===== src/hdl/isnb_pkg.sv =====
// Shared types and constants of the nearest/bilinear face resampler.
package isnb_pkg;

  localparam int COORD_W    = 12;
  localparam int CH_W       = 8;
  localparam int PIX_W      = 32;
  localparam int WGT_W      = 16;
  localparam int IDX_W      = 10;
  localparam int SIZE_W     = 11;
  localparam int CFG_IDX_W  = 3;
  localparam int CFG_DATA_W = 13;
  localparam int QUEUE_DEPTH = 4;

  localparam logic OP_LOAD   = 1'b0;
  localparam logic OP_SAMPLE = 1'b1;

  localparam logic [WGT_W:0] WGT_ONE  = 17'h10000;
  localparam logic [31:0]    HALF_PIX = 32'h0000_8000;

  typedef enum logic [CFG_IDX_W-1:0] {
    REG_SRC_W  = 3'd0,
    REG_SRC_H  = 3'd1,
    REG_DST_W  = 3'd2,
    REG_DST_H  = 3'd3,
    REG_FILTER = 3'd4
  } cfg_reg_t;

  typedef struct packed {
    logic               op;
    logic [COORD_W-1:0] pos_x;
    logic [COORD_W-1:0] pos_y;
    logic [CH_W-1:0]    in_red;
    logic [CH_W-1:0]    in_green;
    logic [CH_W-1:0]    in_blue;
    logic [CH_W-1:0]    in_alpha;
  } in_item_t;

  typedef struct packed {
    logic [CH_W-1:0] out_red;
    logic [CH_W-1:0] out_green;
    logic [CH_W-1:0] out_blue;
    logic [CH_W-1:0] out_alpha;
  } out_item_t;

  typedef struct packed {
    logic [CFG_IDX_W-1:0]  index;
    logic [CFG_DATA_W-1:0] wdata;
  } cfg_item_t;

  // effective source geometry and filter, handed to the front end
  typedef struct packed {
    logic [SIZE_W-1:0] src_w;
    logic [SIZE_W-1:0] src_h;
    logic              bilinear;
  } geom_t;

  // one request as queued between front and back end
  typedef struct packed {
    logic             sample;
    logic             wr;
    logic [IDX_W-1:0] x1;
    logic [IDX_W-1:0] x2;
    logic [IDX_W-1:0] y1;
    logic [IDX_W-1:0] y2;
    logic [WGT_W-1:0] wx;
    logic [WGT_W-1:0] wy;
    logic [PIX_W-1:0] pix;
  } job_t;

endpackage


===== src/hdl/isnb_div.sv =====
// Restoring divider, one quotient bit per cycle, for the step values.
module isnb_div #(
  parameter int NUM_W = 55
) (
  input  logic                               clk,
  input  logic                               rst_n,
  input  logic                               start,
  input  logic [NUM_W-1:0]                   num,
  input  logic [isnb_pkg::CFG_DATA_W-1:0]    den,
  output logic                               busy,
  output logic [NUM_W-1:0]                   quo
);

  localparam int CNT_W = $clog2(NUM_W + 1);
  localparam int DW    = isnb_pkg::CFG_DATA_W;

  logic             busy_r;
  logic [CNT_W-1:0] cnt_r;
  logic [NUM_W-1:0] quo_r;
  logic [DW-1:0]    rem_r;
  logic [DW:0]      rem_sh;
  logic             ge;
  logic [DW-1:0]    rem_nxt;

  always_comb begin
    rem_sh  = {rem_r, quo_r[NUM_W-1]};
    ge      = rem_sh >= {1'b0, den};
    rem_nxt = ge ? DW'(rem_sh - {1'b0, den}) : DW'(rem_sh);
  end

  always_ff @(posedge clk) begin
    if (!rst_n) begin
      busy_r <= 1'b0;
      cnt_r  <= '0;
    end else if (start) begin
      busy_r <= 1'b1;
      cnt_r  <= CNT_W'(NUM_W);
    end else if (busy_r) begin
      cnt_r <= cnt_r - 1'b1;
      if (cnt_r == CNT_W'(1)) begin
        busy_r <= 1'b0;
      end
    end
  end

  // shift the dividend out at the top while quotient bits enter at the bottom
  always_ff @(posedge clk) begin
    if (start) begin
      quo_r <= num;
      rem_r <= '0;
    end else if (busy_r) begin
      quo_r <= {quo_r[NUM_W-2:0], ge};
      rem_r <= rem_nxt;
    end
  end

  assign busy = busy_r;
  assign quo  = quo_r;

endmodule


===== config.mk =====
export PLATFORM = sky130hd
export DESIGN_NAME = isnb_div
export DESIGN_NICKNAME = d
export VERILOG_FILES = /design/src/hdl/isnb_pkg.sv /design/src/hdl/isnb_div.sv
export SDC_FILE = /design/constraint.sdc
export NUM_CORES = 1
export LEC_CHECK = 0
export ABC_CLOCK_PERIOD_IN_PS = 2900
export BUFFER_PORTS_ARGS = -buffer_cell sky130_fd_sc_hd__buf_2
export CAP_MARGIN = 20
export CORE_UTILIZATION = 51
export DETAILED_ROUTE_END_ITERATION = 6
export PLACE_DENSITY = 0.76
export REMOVE_ABC_BUFFERS = 1
export SLEW_MARGIN = 5
export SYNTH_ARGS = -nofsm -noshare
export SYNTH_HDL_FRONTEND = slang
export SYNTH_SLANG_ARGS = --single-unit

===== constraint.sdc =====
create_clock -name clk -period 2.9 [get_ports clk]
set_input_delay 0.145 -clock clk [delete_from_list [all_inputs] [get_ports clk]]
set_output_delay 0.145 -clock clk [all_outputs]
set_load 0.01 [all_outputs]

# == Yosys cells after proc, flatten, opt, wreduce, memory -nomap -nowiden ==
# Index checks and enable logic that the tools add are counted.
# word_totals
rom_bits,0
mem_bits_rw,0
memories,0
latchBits,0
input_bits,71
ff_bits,75
elab_cells,20
# classes
n_addsub,2
mux,8
shift,0
n_eq_ne,1
reduce_logical,2
bitwise,1
magnitude_cmp,1
multipliers,0
div_mod_pow,0
# op_table
cell,count
$mux 55,2
$ge 14x13->1,1
$mux 13,1
$sub 13x13->13,1
$mux 6,2
$eq 6x1->1 const B,1
$sub 6x1->6 const B,1
$mux 1,3
$reduce_bool 2->1,1
$reduce_or 2->1,1
$not 1->1,1

# == Longest topological paths before layout ==
# logic_depth
ltp_word,4
depth_mapped,10
depth_no_buf,9

# == Worst setup path before layout ==
# OpenSTA, ideal clock, no wires.
# synth_timing
path_kind,flip-flop to flip-flop
from,reg quo_r[54] (netlist: quo[54])
to,reg quo_r[0] (netlist: quo[0]) (data pin)
stages_incl_launch_ff,10
arrival_time_ps,2121
required_ps,2640
setup_slack_ps,519
n_path_buf,0
path_cell_list,edfxtp_1 > inv_1 > ha_1 > fa_1 > nor2b_4 > o31ai_4 > a21oi_2 > o311ai_4 > nand2_2 > mux2_2
# synth_between
elab_chain_len,3
# synth_rtl
item,line_no,source
from (decl),isnb_div.sv:19,logic [NUM_W-1:0] quo_r;
from (signal assigned),isnb_div.sv:49,quo_r <= num;
from (signal assigned),isnb_div.sv:52,"quo_r <= {quo_r[NUM_W-2:0], ge};"
$ge 14x13->1,isnb_div.sv:27,"ge = rem_sh >= {1'b0, den};"
$mux 55,isnb_div.sv:51,end else if (busy_r) begin
$mux 55,isnb_div.sv:48,if (start) begin
# No other way between the ends. The select of a mux whose other input is x is not followed.
# A chain may end at the register's enable or synchronous reset.

# == Worst setup path after layout ==
# Same ends and word-level chain as after synthesis.

==> results.yml <==
sta:
  tightest_slew_ns: 0.913
  rsz0062_at_grt: "false"
  fin_skew_ns: 0.0109
  tns_ns: 0
  hold_viol_final: 0
  maxSlewHeadroom_pct: 39.1
  setup_slack_ns: 0.235
  finalCriticalPeriod_ns: 2.66
  setup_viol: 0
  slew_viol_final: 0
  finalCritPeriodShare_pct: 91.9
  fmax_mhz: 375
pwr:
  vdd_ir_drop_max_v: 0.000445
  power_w: 0.00275
  power_density_nw_per_um2: 554
  power.leakage_nw: 2.07
global_route:
  antenna_found_initial: 0
  groute.layer.met3.usage_pct: 7.62
  grt_pass1_vias: 2946
  grt_max_degree: 81
  grtUsageTotal_pct: 22.0
  grt_overflow_total: 0
  grt-busiest-layer: "met2"
  grt_use_met1_pct: 27.0
  grt_use_met2_pct: 37.2
  grt_pass1_wl_mm: 14.2
finish:
  final_nets: 540
  syn2layout_area_growth_pct: 22.4
  fill_cells: 632
  n_antenna_cell: 0
  drive_gt1_share_pct: 46.8
  final_util_pct: 64.5
  stdcell_count: 559
setup_path:
  max_stage_delay_ns: 0.55
  crit_arrival_ns: 2.76
  cp_num_buf_inv: 1
  reg2reg_from: "quo[54]$_DFFE_PP_"
  cp_data_required_time_ns: 2.99
  worstPathMaxFanout: 10
  worstSetupStartpointType: "flop"
  critical_path.top_delay_family: "compound AO/OA/AOI/OAI gates"
  cp-end-kind: "flop"
  startpoint: "quo[54]$_DFFE_PP_"
  crit_chain: "inv_1 -> ha_1 -> fa_1 -> nor2b_4 -> o31ai_4 -> a21oi_2 -> o311ai_4 -> nand2_2 -> mux2_2"
  cp_slowest_cell: "o311ai_4"
  crit_type: "flop to flop"
cts:
  cts_buffers: 9
  cts_root_buffer: "clkbuf_8"
  clock_path_buffers: 2
  clkSinkCount: 75
  cts_resized: 0
  h-tree-depth: 3
  cts_tree: "done"
  clkLatencyLatePin_ns: 0.34
  hold_buffers: 0
  path_clk_slew_ns: 0.07
  cts_setup_buffers: 0
synthesis:
  synthTopCellsByArea: "edfxtp_1 41%, mux2_2 15%, dfxtp_1 9.9%, ha_1 4.6%, nor2_1 1.8%"
  ys.flop_type: "edfxtp_1"
  synth-seq-cells: 75
  syn_area_um2: 4050
  synth_edf_count: 55
  yosysTopAreaCell: "edfxtp_1"
  yosysUniqueCellTypes: 61
  synth-async-reset-ratio_pct: 0
  syn_inst: 330
  avgSynthCellArea_um2: 12.3
  yosysSeqAreaShare_pct: 50.6
  synth_top_area_share_pct: 40.8
  ys_warn_count: 0
  synthTopCellsByCount: "55 x edfxtp_1, 55 x mux2_2, 20 x dfxtp_1"
route:
  drtIter0Drc: 296
  drcViolationCount: 0
  via_per_inst: 5.50
  ant_nets: 0
  avgRoutedWirePerCell_um: 16.0
  dr_total_vias: 3074
  wirelength_mm: 8.92
  drt_pre_antenna_iters: 4
floorplan:
  ios: 127
  dieHeight_um: 91.1
  die_w_um: 91.1
  fp.dieArea_um2: 8310
  std_cell_rows: 32
  core_um2: 7690
  initial_utilization_pct: 52.7
placed_design:
  portBuffers: 126
  dpl.cell_count: 544
  dpl.hpwl_mm: 6.36
  pre_cts_slack_ns: 0.275
  gp_congestion: 0.919
min_path:
  holdCritPathClass: "input pin to flop"
  hold_path.startpoint: "rst_n"
run:
  max_cap_viol_count: 0
outcome:
  status: "complete, no violations"
## cell families (layout without fill, tap and decap cells)
kind of cell	after synthesis	count (layout)	synth area share, %
flip-flops	75	75	50.6
XOR/XNOR	11	11	2.38
buffers and inverters	35	162	3.40
AO/OA/AOI/OAI	64	64	12.8
multiplexers	56	56	15.5
AND/OR/NAND/NOR	73	73	10.1
adder cells (fa/ha/maj)	16	16	5.13
## metal layers
| layer | routed length, um | vias up |
|---|---|---|
| li1 | - | 1490 |
| met1 | 3740 | 1467 |
| met2 | 4580 | 109 |
| met3 | 511 | 8 |
| met4 | 85 | 0 |
| met5 | 0 | - |
## worst register-to-register path, stage by stage, from the launching register on
cell and delay [ns]:
edfxtp_1 0.40, inv_1 0.10, ha_1 0.19, fa_1 0.26
nor2b_4 0.07, o31ai_4 0.25, a21oi_2 0.14, o311ai_4 0.55
nand2_2 0.17, mux2_2 0.30
## metrics by stage
stage	cell area, um^2	hold slack (ns)
2_1_floorplan	3980	0.217
3_3_place_gp	4770	0.440
3_5_place_dp	4770	0.450
4_1_cts	4960	0.0829
5_1_grt	4960	0.0634
6_report	4960	0.0952
## cell usage in the layout, fill, tap and decap left out, types with 9 or more instances in the layout
cell | synthesis | final
buf_2 | 2 | 126
clkbuf_8 | 0 | 9
dfxtp_1 | 20 | 20
edfxtp_1 | 55 | 55
ha_1 | 15 | 15
inv_1 | 17 | 17
mux2_2 | 55 | 55
nand2_1 | 12 | 12
nand3_1 | 13 | 13
nor2_1 | 19 | 19
## final timing paths
| check | to | slack (ns) | cells after the start |
|---|---|---|---|
| setup / recovery | quo[0]$_DFFE_PP_ | 0.24 | 9 |
| hold / removal | cnt_r[1]$_SDFFE_PN0P_ | 0.1 | 2 |
| setup reg to reg | quo[0]$_DFFE_PP_ | 0.24 | 9 |
| hold reg to reg | rem_r[7]$_SDFFE_PP0P_ | 0.50 | 2 |
## power breakdown
group | internal (W) | leakage [nW] | total (W) | switching, W
registers | 0.00128 | 0.719 | 0.00135 | 0.0000656
clock network | 0.000394 | 0.0913 | 0.000785 | 0.000391
logic | 0.000289 | 1.26 | 0.000614 | 0.000325
## registers in the layout, summed over array words and instances, names as in the netlist
register	flops
rem_r	13
busy	1
quo	55
cnt_r	6
## area by class of cell
cell class | instances | area (um^2) | area share, %
multi-input combinational | 220 | 1860 | 37.6
inverter | 17 | 63.8 | 1.29
tap | 102 | 128 | 2.57
timing repair buffer | 130 | 661 | 13.3
sequential | 75 | 2050 | 41.4
clock inverter | 6 | 67.6 | 1.36
clock buffer | 9 | 124 | 2.50
(Power assumes the default switching activity.)
