## config.mk

```make
export PLATFORM = sky130hd
export DESIGN_NAME = isnb_front_flat
export DESIGN_NICKNAME = d
export VERILOG_FILES = /design/src/hdl/isnb_pkg.sv /design/src/hdl/isnb_if.sv /design/src/hdl/isnb_front.sv /design/src/flat_wrapper.sv
export SDC_FILE = /design/constraint.sdc
export NUM_CORES = 2
export LEC_CHECK = 0
export BUFFER_PORTS_ARGS = -buffer_cell sky130_fd_sc_hd__buf_2
export CORE_MARGIN = 2
export CORE_UTILIZATION = 59
export CTS_BUF_LIST = sky130_fd_sc_hd__clkbuf_4 sky130_fd_sc_hd__clkbuf_8
export CTS_CLUSTER_SIZE = 16
export DETAILED_ROUTE_END_ITERATION = 10
export PLACE_DENSITY_LB_ADDON = 0.12
export RECOVER_POWER = 100
export SYNTH_ARGS = -nofsm -noshare
export SYNTH_HDL_FRONTEND = slang
export SYNTH_SLANG_ARGS = --single-unit
```

## constraint.sdc

```tcl
create_clock -name clk -period 14.07 [get_ports clk]
set_clock_uncertainty 0.15 [all_clocks]
set_input_delay 1.407 -clock clk [delete_from_list [all_inputs] [get_ports clk]]
set_output_delay 1.407 -clock clk [all_outputs]
set_load 0.1 [all_outputs]
```

## src/hdl/isnb_pkg.sv

```systemverilog
// Shared types and constants of the nearest/bilinear face resampler.
package isnb_pkg;

  localparam int COORD_W    = 12;
  localparam int CH_W       = 8;
  localparam int PIX_W      = 32;
  localparam int WGT_W      = 16;
  localparam int IDX_W      = 10;
  localparam int SIZE_W     = 11;
  localparam int CFG_IDX_W  = 3;
  localparam int CFG_DATA_W = 13;
  localparam int QUEUE_DEPTH = 4;

  localparam logic OP_LOAD   = 1'b0;
  localparam logic OP_SAMPLE = 1'b1;

  localparam logic [WGT_W:0] WGT_ONE  = 17'h10000;
  localparam logic [31:0]    HALF_PIX = 32'h0000_8000;

  typedef enum logic [CFG_IDX_W-1:0] {
    REG_SRC_W  = 3'd0,
    REG_SRC_H  = 3'd1,
    REG_DST_W  = 3'd2,
    REG_DST_H  = 3'd3,
    REG_FILTER = 3'd4
  } cfg_reg_t;

  typedef struct packed {
    logic               op;
    logic [COORD_W-1:0] pos_x;
    logic [COORD_W-1:0] pos_y;
    logic [CH_W-1:0]    in_red;
    logic [CH_W-1:0]    in_green;
    logic [CH_W-1:0]    in_blue;
    logic [CH_W-1:0]    in_alpha;
  } in_item_t;

  typedef struct packed {
    logic [CH_W-1:0] out_red;
    logic [CH_W-1:0] out_green;
    logic [CH_W-1:0] out_blue;
    logic [CH_W-1:0] out_alpha;
  } out_item_t;

  typedef struct packed {
    logic [CFG_IDX_W-1:0]  index;
    logic [CFG_DATA_W-1:0] wdata;
  } cfg_item_t;

  // effective source geometry and filter, handed to the front end
  typedef struct packed {
    logic [SIZE_W-1:0] src_w;
    logic [SIZE_W-1:0] src_h;
    logic              bilinear;
  } geom_t;

  // one request as queued between front and back end
  typedef struct packed {
    logic             sample;
    logic             wr;
    logic [IDX_W-1:0] x1;
    logic [IDX_W-1:0] x2;
    logic [IDX_W-1:0] y1;
    logic [IDX_W-1:0] y2;
    logic [WGT_W-1:0] wx;
    logic [WGT_W-1:0] wy;
    logic [PIX_W-1:0] pix;
  } job_t;

endpackage

```

## src/hdl/isnb_if.sv

```systemverilog
// Channel interfaces: request input, result output and register write port.
interface isnb_in_if;
  logic               valid;
  logic               ready;
  isnb_pkg::in_item_t item;
  modport source (output valid, output item, input ready);
  modport sink (input valid, input item, output ready);
endinterface


```

## src/hdl/isnb_front.sv

```systemverilog
// Front end: accept requests, form source positions, classify into queue jobs.
module isnb_front #(
  parameter int MAX_SOURCE_SIDE = 64,
  parameter int FRACTION_BITS   = 48
) (
  input  logic                 clk,
  input  logic                 rst_n,
  isnb_in_if.sink              in_ch,
  input  logic                 busy,
  input  isnb_pkg::geom_t      geom,
  input  logic [63:0]          step_x,
  input  logic [63:0]          step_y,
  input  logic                 full,
  output logic                 push,
  output isnb_pkg::job_t       push_data
);

  localparam int IDX_W   = isnb_pkg::IDX_W;
  localparam int SIZE_W  = isnb_pkg::SIZE_W;
  localparam int WHOLE_W = 64 - FRACTION_BITS;

  typedef struct packed {
    logic [IDX_W-1:0]           lo;
    logic [IDX_W-1:0]           hi;
    logic [isnb_pkg::WGT_W-1:0] w;
  } axis_t;

  logic               v1_r, v2_r, v3_r;
  logic               f_en;
  isnb_pkg::in_item_t it1_r, it2_r, it3_r;
  logic [43:0]        lo_x_r, hi_x_r, lo_y_r, hi_y_r;
  logic [63:0]        pos_x_r, pos_y_r;
  logic [63:0]        base_x_r, base_y_r;
  axis_t              ax, ay;
  logic               in_map;

  function automatic axis_t map_axis(input logic [63:0] pos, input logic [SIZE_W-1:0] size,
                                     input logic bil);
    logic [SIZE_W-1:0]  last;
    logic [WHOLE_W-1:0] whole;
    logic [31:0]        t;
    logic [31:0]        tx;
    logic [15:0]        ti;
    axis_t              r;
    last  = size - 1'b1;
    whole = pos[63:FRACTION_BITS];
    t     = pos[FRACTION_BITS-16 +: 32];
    tx    = (t > isnb_pkg::HALF_PIX) ? t - isnb_pkg::HALF_PIX : '0;
    ti    = tx[31:16];
    if (!bil) begin
      r.lo = (whole > WHOLE_W'(last)) ? IDX_W'(last) : IDX_W'(whole);
      r.hi = r.lo;
      r.w  = '0;
    end else begin
      r.lo = (ti > 16'(last)) ? IDX_W'(last) : IDX_W'(ti);
      r.hi = (r.lo == IDX_W'(last)) ? r.lo : r.lo + 1'b1;
      r.w  = tx[15:0];
    end
    return r;
  endfunction

  assign f_en        = !v3_r || !full;
  assign in_ch.ready = f_en && !busy;

  always_ff @(posedge clk) begin
    if (!rst_n) begin
      v1_r <= 1'b0;
      v2_r <= 1'b0;
      v3_r <= 1'b0;
    end else if (f_en) begin
      v1_r <= in_ch.valid && in_ch.ready;
      v2_r <= v1_r;
      v3_r <= v2_r;
    end
  end

  always_ff @(posedge clk) begin
    base_x_r <= (step_x >> 1) - 64'd1;
    base_y_r <= (step_y >> 1) - 64'd1;
    if (f_en) begin
      it1_r   <= in_ch.item;
      it2_r   <= it1_r;
      it3_r   <= it2_r;
      lo_x_r  <= 44'(it1_r.pos_x) * 44'(step_x[31:0]);
      hi_x_r  <= 44'(it1_r.pos_x) * 44'(step_x[63:32]);
      lo_y_r  <= 44'(it1_r.pos_y) * 44'(step_y[31:0]);
      hi_y_r  <= 44'(it1_r.pos_y) * 44'(step_y[63:32]);
      pos_x_r <= base_x_r + {20'b0, lo_x_r} + {hi_x_r[31:0], 32'b0};
      pos_y_r <= base_y_r + {20'b0, lo_y_r} + {hi_y_r[31:0], 32'b0};
    end
  end

  always_comb begin
    ax     = map_axis(pos_x_r, geom.src_w, geom.bilinear);
    ay     = map_axis(pos_y_r, geom.src_h, geom.bilinear);
    in_map = (32'(it3_r.pos_x) < MAX_SOURCE_SIDE) && (32'(it3_r.pos_y) < MAX_SOURCE_SIDE);
    push_data.sample = it3_r.op == isnb_pkg::OP_SAMPLE;
    push_data.wr     = (it3_r.op == isnb_pkg::OP_LOAD) && in_map;
    push_data.pix    = {it3_r.in_alpha, it3_r.in_blue, it3_r.in_green, it3_r.in_red};
    if (it3_r.op == isnb_pkg::OP_SAMPLE) begin
      push_data.x1 = ax.lo;
      push_data.x2 = ax.hi;
      push_data.y1 = ay.lo;
      push_data.y2 = ay.hi;
      push_data.wx = ax.w;
      push_data.wy = ay.w;
    end else begin
      push_data.x1 = IDX_W'(it3_r.pos_x);
      push_data.x2 = IDX_W'(it3_r.pos_x);
      push_data.y1 = IDX_W'(it3_r.pos_y);
      push_data.y2 = IDX_W'(it3_r.pos_y);
      push_data.wx = '0;
      push_data.wy = '0;
    end
  end

  assign push = v3_r && !full;

endmodule

```

## src/flat_wrapper.sv

```systemverilog
// flat-port wrapper written by rule: the top's interface ports become plain ports
module isnb_front_flat 
#(
  parameter int MAX_SOURCE_SIDE = 64,
  parameter int FRACTION_BITS   = 48
)
  (clk, rst_n, busy, geom, step_x, step_y, full, push, push_data, in_ch_valid, in_ch_item, in_ch_ready);
  isnb_in_if in_ch_i ();
  input  logic clk;
  input  logic rst_n;
  input  logic busy;
  input  isnb_pkg::geom_t geom;
  input  logic [63:0] step_x;
  input  logic [63:0] step_y;
  input  logic full;
  output logic push;
  output isnb_pkg::job_t push_data;
  input wire logic [$bits(in_ch_i.valid)-1:0] in_ch_valid;
  input wire logic [$bits(in_ch_i.item)-1:0] in_ch_item;
  output wire logic [$bits(in_ch_i.ready)-1:0] in_ch_ready;
  assign in_ch_i.valid = in_ch_valid;
  assign in_ch_i.item = in_ch_item;
  assign in_ch_ready = in_ch_i.ready;
  isnb_front #(.MAX_SOURCE_SIDE(MAX_SOURCE_SIDE), .FRACTION_BITS(FRACTION_BITS)) u_core (.clk(clk), .rst_n(rst_n), .in_ch(in_ch_i), .busy(busy), .geom(geom), .step_x(step_x), .step_y(step_y), .full(full), .push(push), .push_data(push_data));
endmodule
```

Word level (Yosys, flattened, before mapping)

Index checks and enable logic that the tools add are counted.

Logic and storage cells: 79
Output and inout bits: 108
Input port bits: 213
Bits in registers: 582

$add $sub $neg: 12
$lt $le $gt $ge: 8
Eq/ne operators: 2
Reductions and logical operators: 9
Bitwise gates (word level): 1
Multiplexer cells: 11
Multiply operators: 4

Operator list:

| cell                   | number |
|---|---|
| $add 64x44->64         | 2 |
| $add 64x64->64         | 2 |
| $sub 63x1->64 const B  | 2 |
| $mul 12x32->44         | 2 |
| $mux 36                | 2 |
| $mux 72                | 1 |
| $gt 16x11->1           | 4 |
| $gt 32x16->1 const B   | 2 |
| $mul 12x32->32         | 2 |
| $mux 32                | 2 |
| $sub 32x16->32 const B | 2 |
| $mux 10                | 6 |
| $lt 12x7->1 const B    | 2 |
| $sub 11x1->11 const B  | 2 |
| $add 10x1->10 const B  | 2 |
| $eq 10x10->1           | 2 |
| $logic_and 1x1->1      | 5 |
| $logic_not 1->1        | 3 |
| $logic_or 1x1->1       | 1 |
| $not 1->1              | 1 |

Longest topological paths before layout

Depth after elaboration: 8
Mapped depth: 26
Gate-level depth less buffers: 23

Worst setup path after synthesis

Ideal clock, no wire load.

Path kind: input -> register
From: in full
To: reg u_core.hi_x_r[0], enable pin
Required time: 11.057 ns
Setup time: 2.863 ns
Arrival time: 7.712 ns
Path slack: 3.345 ns
Stages: 1
Path buffers: 0
Cell sequence: nand2_1

Longest elaborated chain between the ends: 2

RTL lines:

| element              | RTL line           | RTL |
|---|---|---|
| start, declared      | flat_wrapper.sv:15 | `input logic full;` |
| $logic_not 1->1      | isnb_front.sv:62   | `assign f_en = !v3_r \|\| !full;` |
| $logic_or 1x1->1     | isnb_front.sv:62   |  |
| end signal, assigned | isnb_front.sv:85   | `hi_x_r <= 44'(it1_r.pos_x) * 44'(step_x[63:32]);` |
| end, declared        | isnb_front.sv:31   | `logic [43:0] lo_x_r, hi_x_r, lo_y_r, hi_y_r;` |

Every way passes these cells.
A chain may end at the register's enable or synchronous reset.

Worst setup path after layout

From: in full
To: reg u_core.hi_x_r[29], enable pin

The elaborated chain is that of the path after synthesis.

==> qor.txt <==
=====================================================================================================
Power density cells ....................................................................   254 nW/µm²
Clock slew seen by the registers of the worst setup and hold paths .....................      0.06 ns
Leakage ................................................................................      34.5 nW
FFs w/ async S/R, synth ................................................................           0%
Count of instances resized after the clock tree is built ...............................            0
Clock latency reported for the late side of the worst-skew pair ........................      0.80 ns
Total global-route track usage .........................................................        30.9%
Yosys warnings .........................................................................            0
Count of antenna-violating nets left after detailed routing ............................            0
DRT iter0 DRCs .........................................................................         3283
Post-synthesis cell area ...............................................................    68200 µm²
Startpoint type of the worst setup path ................................................    input pin
Net Count, Synth .......................................................................         9023
Part of the Yosys area used for sequential elements ....................................        20.9%
Synthesized-area fraction occupied by ao, oa, aoi and oai cells ........................        6.89%
Number of clock buffers inserted by TritonCTS ..........................................           91
Result of the run ...................................................................... complete, but fails checks
Number of global-route vias before repair ..............................................        52500
Min cycle time layout ..................................................................     10.05 ns
Gate count after technology mapping ....................................................         7176
Post-synthesis share of cell area spent on full adders, half adders and majority gates .        42.1%
Maximum Capacitance Violations .........................................................           27
Slew Viols, Final ......................................................................         1346
Crit Reg-Reg Startpoint ................................................................ u_core.it1_r[33]$_DFFE_PN_
Setup repair after global routing missed its margin ....................................        false
Die Span Y .............................................................................       344 µm
Synthesized-area fraction occupied by xor and xnor cells ...............................        4.85%
Worst min-delay path class .............................................................      reg2reg
Leading cell types in the layout, fill and taps excluded ............................... sky130_fd_sc_hd__inv_1 (1284), sky130_fd_sc_hd__nand2_1 (1188), sky130_fd_sc_hd__fa_1 (1102), sky130_fd_sc_hd__ha_1 (532), sky130_fd_sc_hd__and2_1 (404)
Setup tns final ........................................................................         0 ns
Area of the core .......................................................................   115000 µm²
Actual transition at the worst max-transition pin ......................................      4.36 ns
Required arrival time at the worst endpoint ............................................     14.32 ns
Buffers from clock root to sink, at most ...............................................            3
Fraction of layout instances using a drive strength above 1 ............................        5.70%
Total number of placement rows .........................................................          124
Starting density of the core ...........................................................        59.6%
DRC violations left ....................................................................            0
Area Overhead vs Synth .................................................................        5.94%
Fraction of the cycle the final worst path needs .......................................        71.4%
Vias after detailed routing ............................................................        50200
Global placement routability congestion ................................................        0.951
Fmax ...................................................................................     99.5 MHz
Filler cell count in the final layout ..................................................         9720
Ports ..................................................................................          321
First-pass GRT wire length .............................................................       285 mm
Critical path origin ...................................................................         full
Worst Path Class, Setup ................................................................       in2reg
Largest vdd supply drop ................................................................     0.199 mV
Clock Sink Count .......................................................................          518
CTS H-tree lvls ........................................................................            3
Clock tree from TritonCTS ..............................................................         done
Origin of the worst min-delay path ..................................................... u_core.it2_r[21]$_DFFE_PN_
Dominant combinational cell family by area after synthesis .............................  adder cells
Top flip-flop cell by instance count after synthesis ................................... sky130_fd_sc_hd__edfxtp_1
Floorplan die area .....................................................................   118000 µm²
Total Power Consumption ................................................................      18.3 mW
Crit end category ......................................................................    flip-flop
Violated checks ........................................................................ capacitance limit, slew limit
Max-slew headroom ......................................................................        -191%
Final setup viols ......................................................................            0
Initial DRT Pass Iterations ............................................................            5
Mean instance size in the synthesized netlist ..........................................     9.51 µm²
Port Buffers ...........................................................................          320
Wire length per cell after detailed routing ............................................      20.0 µm
Maximum number of pins on one net before global-route repair ...........................           76
Leading cell type in the layout, fill and taps excluded ................................ sky130_fd_sc_hd__inv_1
Vias per Instance ......................................................................         5.66
Clock Tree Root ........................................................................ sky130_fd_sc_hd__clkbuf_8
Crit path max fanout ...................................................................           75
Portion of netlist area occupied by mux cells ..........................................       0.292%
Count of unique library cells instantiated by Yosys ....................................           89
Overflow left after global routing .....................................................            0
Post-CTS Hold Fix Bufs .................................................................            0
Total length of routed wires ...........................................................       178 mm
DP Wirelength ..........................................................................       137 mm
Seq cells post-synth ...................................................................          518
Arrival time of data at the critical path endpoint .....................................     10.30 ns
Layout net count .......................................................................         9118
Chip width .............................................................................       344 µm
Buffer count from post-CTS setup fixing ................................................            0
Antenna violations before repair .......................................................           20
Hold Fails Final Rpt ...................................................................            0
EDFF count, synth ......................................................................          387
Fraction of the mapped netlist area in simple logic gates ..............................        15.7%
=====================================================================================================
## cells by family (layout without fill, tap and decap cells)
group           Yosys count  after routing
simple gates           2267           2267
buf+inv                1645           1817
fa+ha+maj              1634           1634
compound gates          715            715
flops                   518            518
xor+xnor                378            378
mux                      19             19
other cells               0             10
## state kept, by name (all words and copies together) (netlist names), 24 cells and up
| name | count |
|---|---|
| u_core.it1_r | 57 |
| u_core.base_x_r | 64 |
| u_core.hi_x_r | 32 |
| u_core.it3_r | 24 |
| u_core.push_data | 33 |
| u_core.pos_y_r | 32 |
| u_core.hi_y_r | 32 |
| u_core.it2_r | 57 |
| u_core.pos_x_r | 32 |
| u_core.base_y_r | 64 |
| u_core.lo_y_r | 44 |
| u_core.lo_x_r | 44 |
## cells in the mapped netlist, types with 93 or more instances
master | count | area, µm²
sky130_fd_sc_hd__inv_1 | 1284 | 4820
sky130_fd_sc_hd__nand2_1 | 1188 | 4460
sky130_fd_sc_hd__fa_1 | 1102 | 22100
sky130_fd_sc_hd__ha_1 | 532 | 6660
sky130_fd_sc_hd__and2_1 | 414 | 2590
sky130_fd_sc_hd__edfxtp_1 | 387 | 11600
sky130_fd_sc_hd__clkbuf_1 | 310 | 1160
sky130_fd_sc_hd__xnor2_1 | 230 | 2010
sky130_fd_sc_hd__nor2_1 | 210 | 788
sky130_fd_sc_hd__a21oi_1 | 189 | 946
sky130_fd_sc_hd__xor2_1 | 148 | 1300
sky130_fd_sc_hd__o21ai_0 | 136 | 681
sky130_fd_sc_hd__dfxtp_1 | 131 | 2620
sky130_fd_sc_hd__a21o_1 | 93 | 698
## area by class of cell
type	count	area, µm²	area share [%]
Timing Repair Buffer	362	1670	2.31
Sequential cell	518	14200	19.7
Clock buffer	139	1690	2.34
Multi-Input combinational cell	5013	47600	65.8
Clock inverter	31	362	0.500
Antenna cell	10	25.0	0.0346
Inverter	1285	4820	6.67
Tap cell	1512	1890	2.62
## path summary, 6_finish.rpt
kind | end | cells after the start | slack [ns]
setup / recovery | u_core.hi_x_r[29]$_DFFE_PN_ | 5 | 4.02
hold / removal | u_core.push_data[13]$_DFFE_PN_ | 0 | 0.26
setup reg to reg | u_core.lo_y_r[41]$_DFFE_PN_ | 22 | 4.13
hold reg to reg | u_core.push_data[13]$_DFFE_PN_ | 0 | 0.26
## stage by stage
| step | cells | utilization (%) | setup slack, ns | hold slack (ns) | area, µm² |
|---|---|---|---|---|---|
| after detailed placement | 8690 | 61.6 | 5.79 | 0.255 | 70500 |
| after floorplan | 7176 | - | 3.34 | 0.250 | 68200 |
| after global placement | 8690 | 61.6 | 6.00 | 0.250 | 70500 |
| after CTS | 8860 | 63.4 | 5.92 | 0.258 | 72600 |
| final | 8870 | 63.1 | 4.02 | 0.261 | 72300 |
| after global routing | 8867 | 63.1 | 3.09 | 0.265 | 72300 |
## layer usage
metal | part of all wire, % | GRT usage [%]
met1 | 43 | 42.8
met2 | 46 | 49.6
met3 | 7.8 | 5.36
met4 | 2.9 | 10.0
met5 | 0.052 | 0
## critical path, stage by stage
cell and delay (ns):
sky130_fd_sc_hd__clkbuf_1 0.14, sky130_fd_sc_hd__nand2_1 1.95, sky130_fd_sc_hd__clkbuf_1 2.75, sky130_fd_sc_hd__clkbuf_1 2.75, sky130_fd_sc_hd__buf_4 1.07
## power breakdown
group | internal (mW) | switching, mW | leakage (nW)
clock network | 0.873 | 0.688 | 1.08
registers | 2.77 | 0.275 | 5.20
logic | 5.74 | 7.98 | 28.3
No activity file was read; power rests on OpenSTA's default activity.
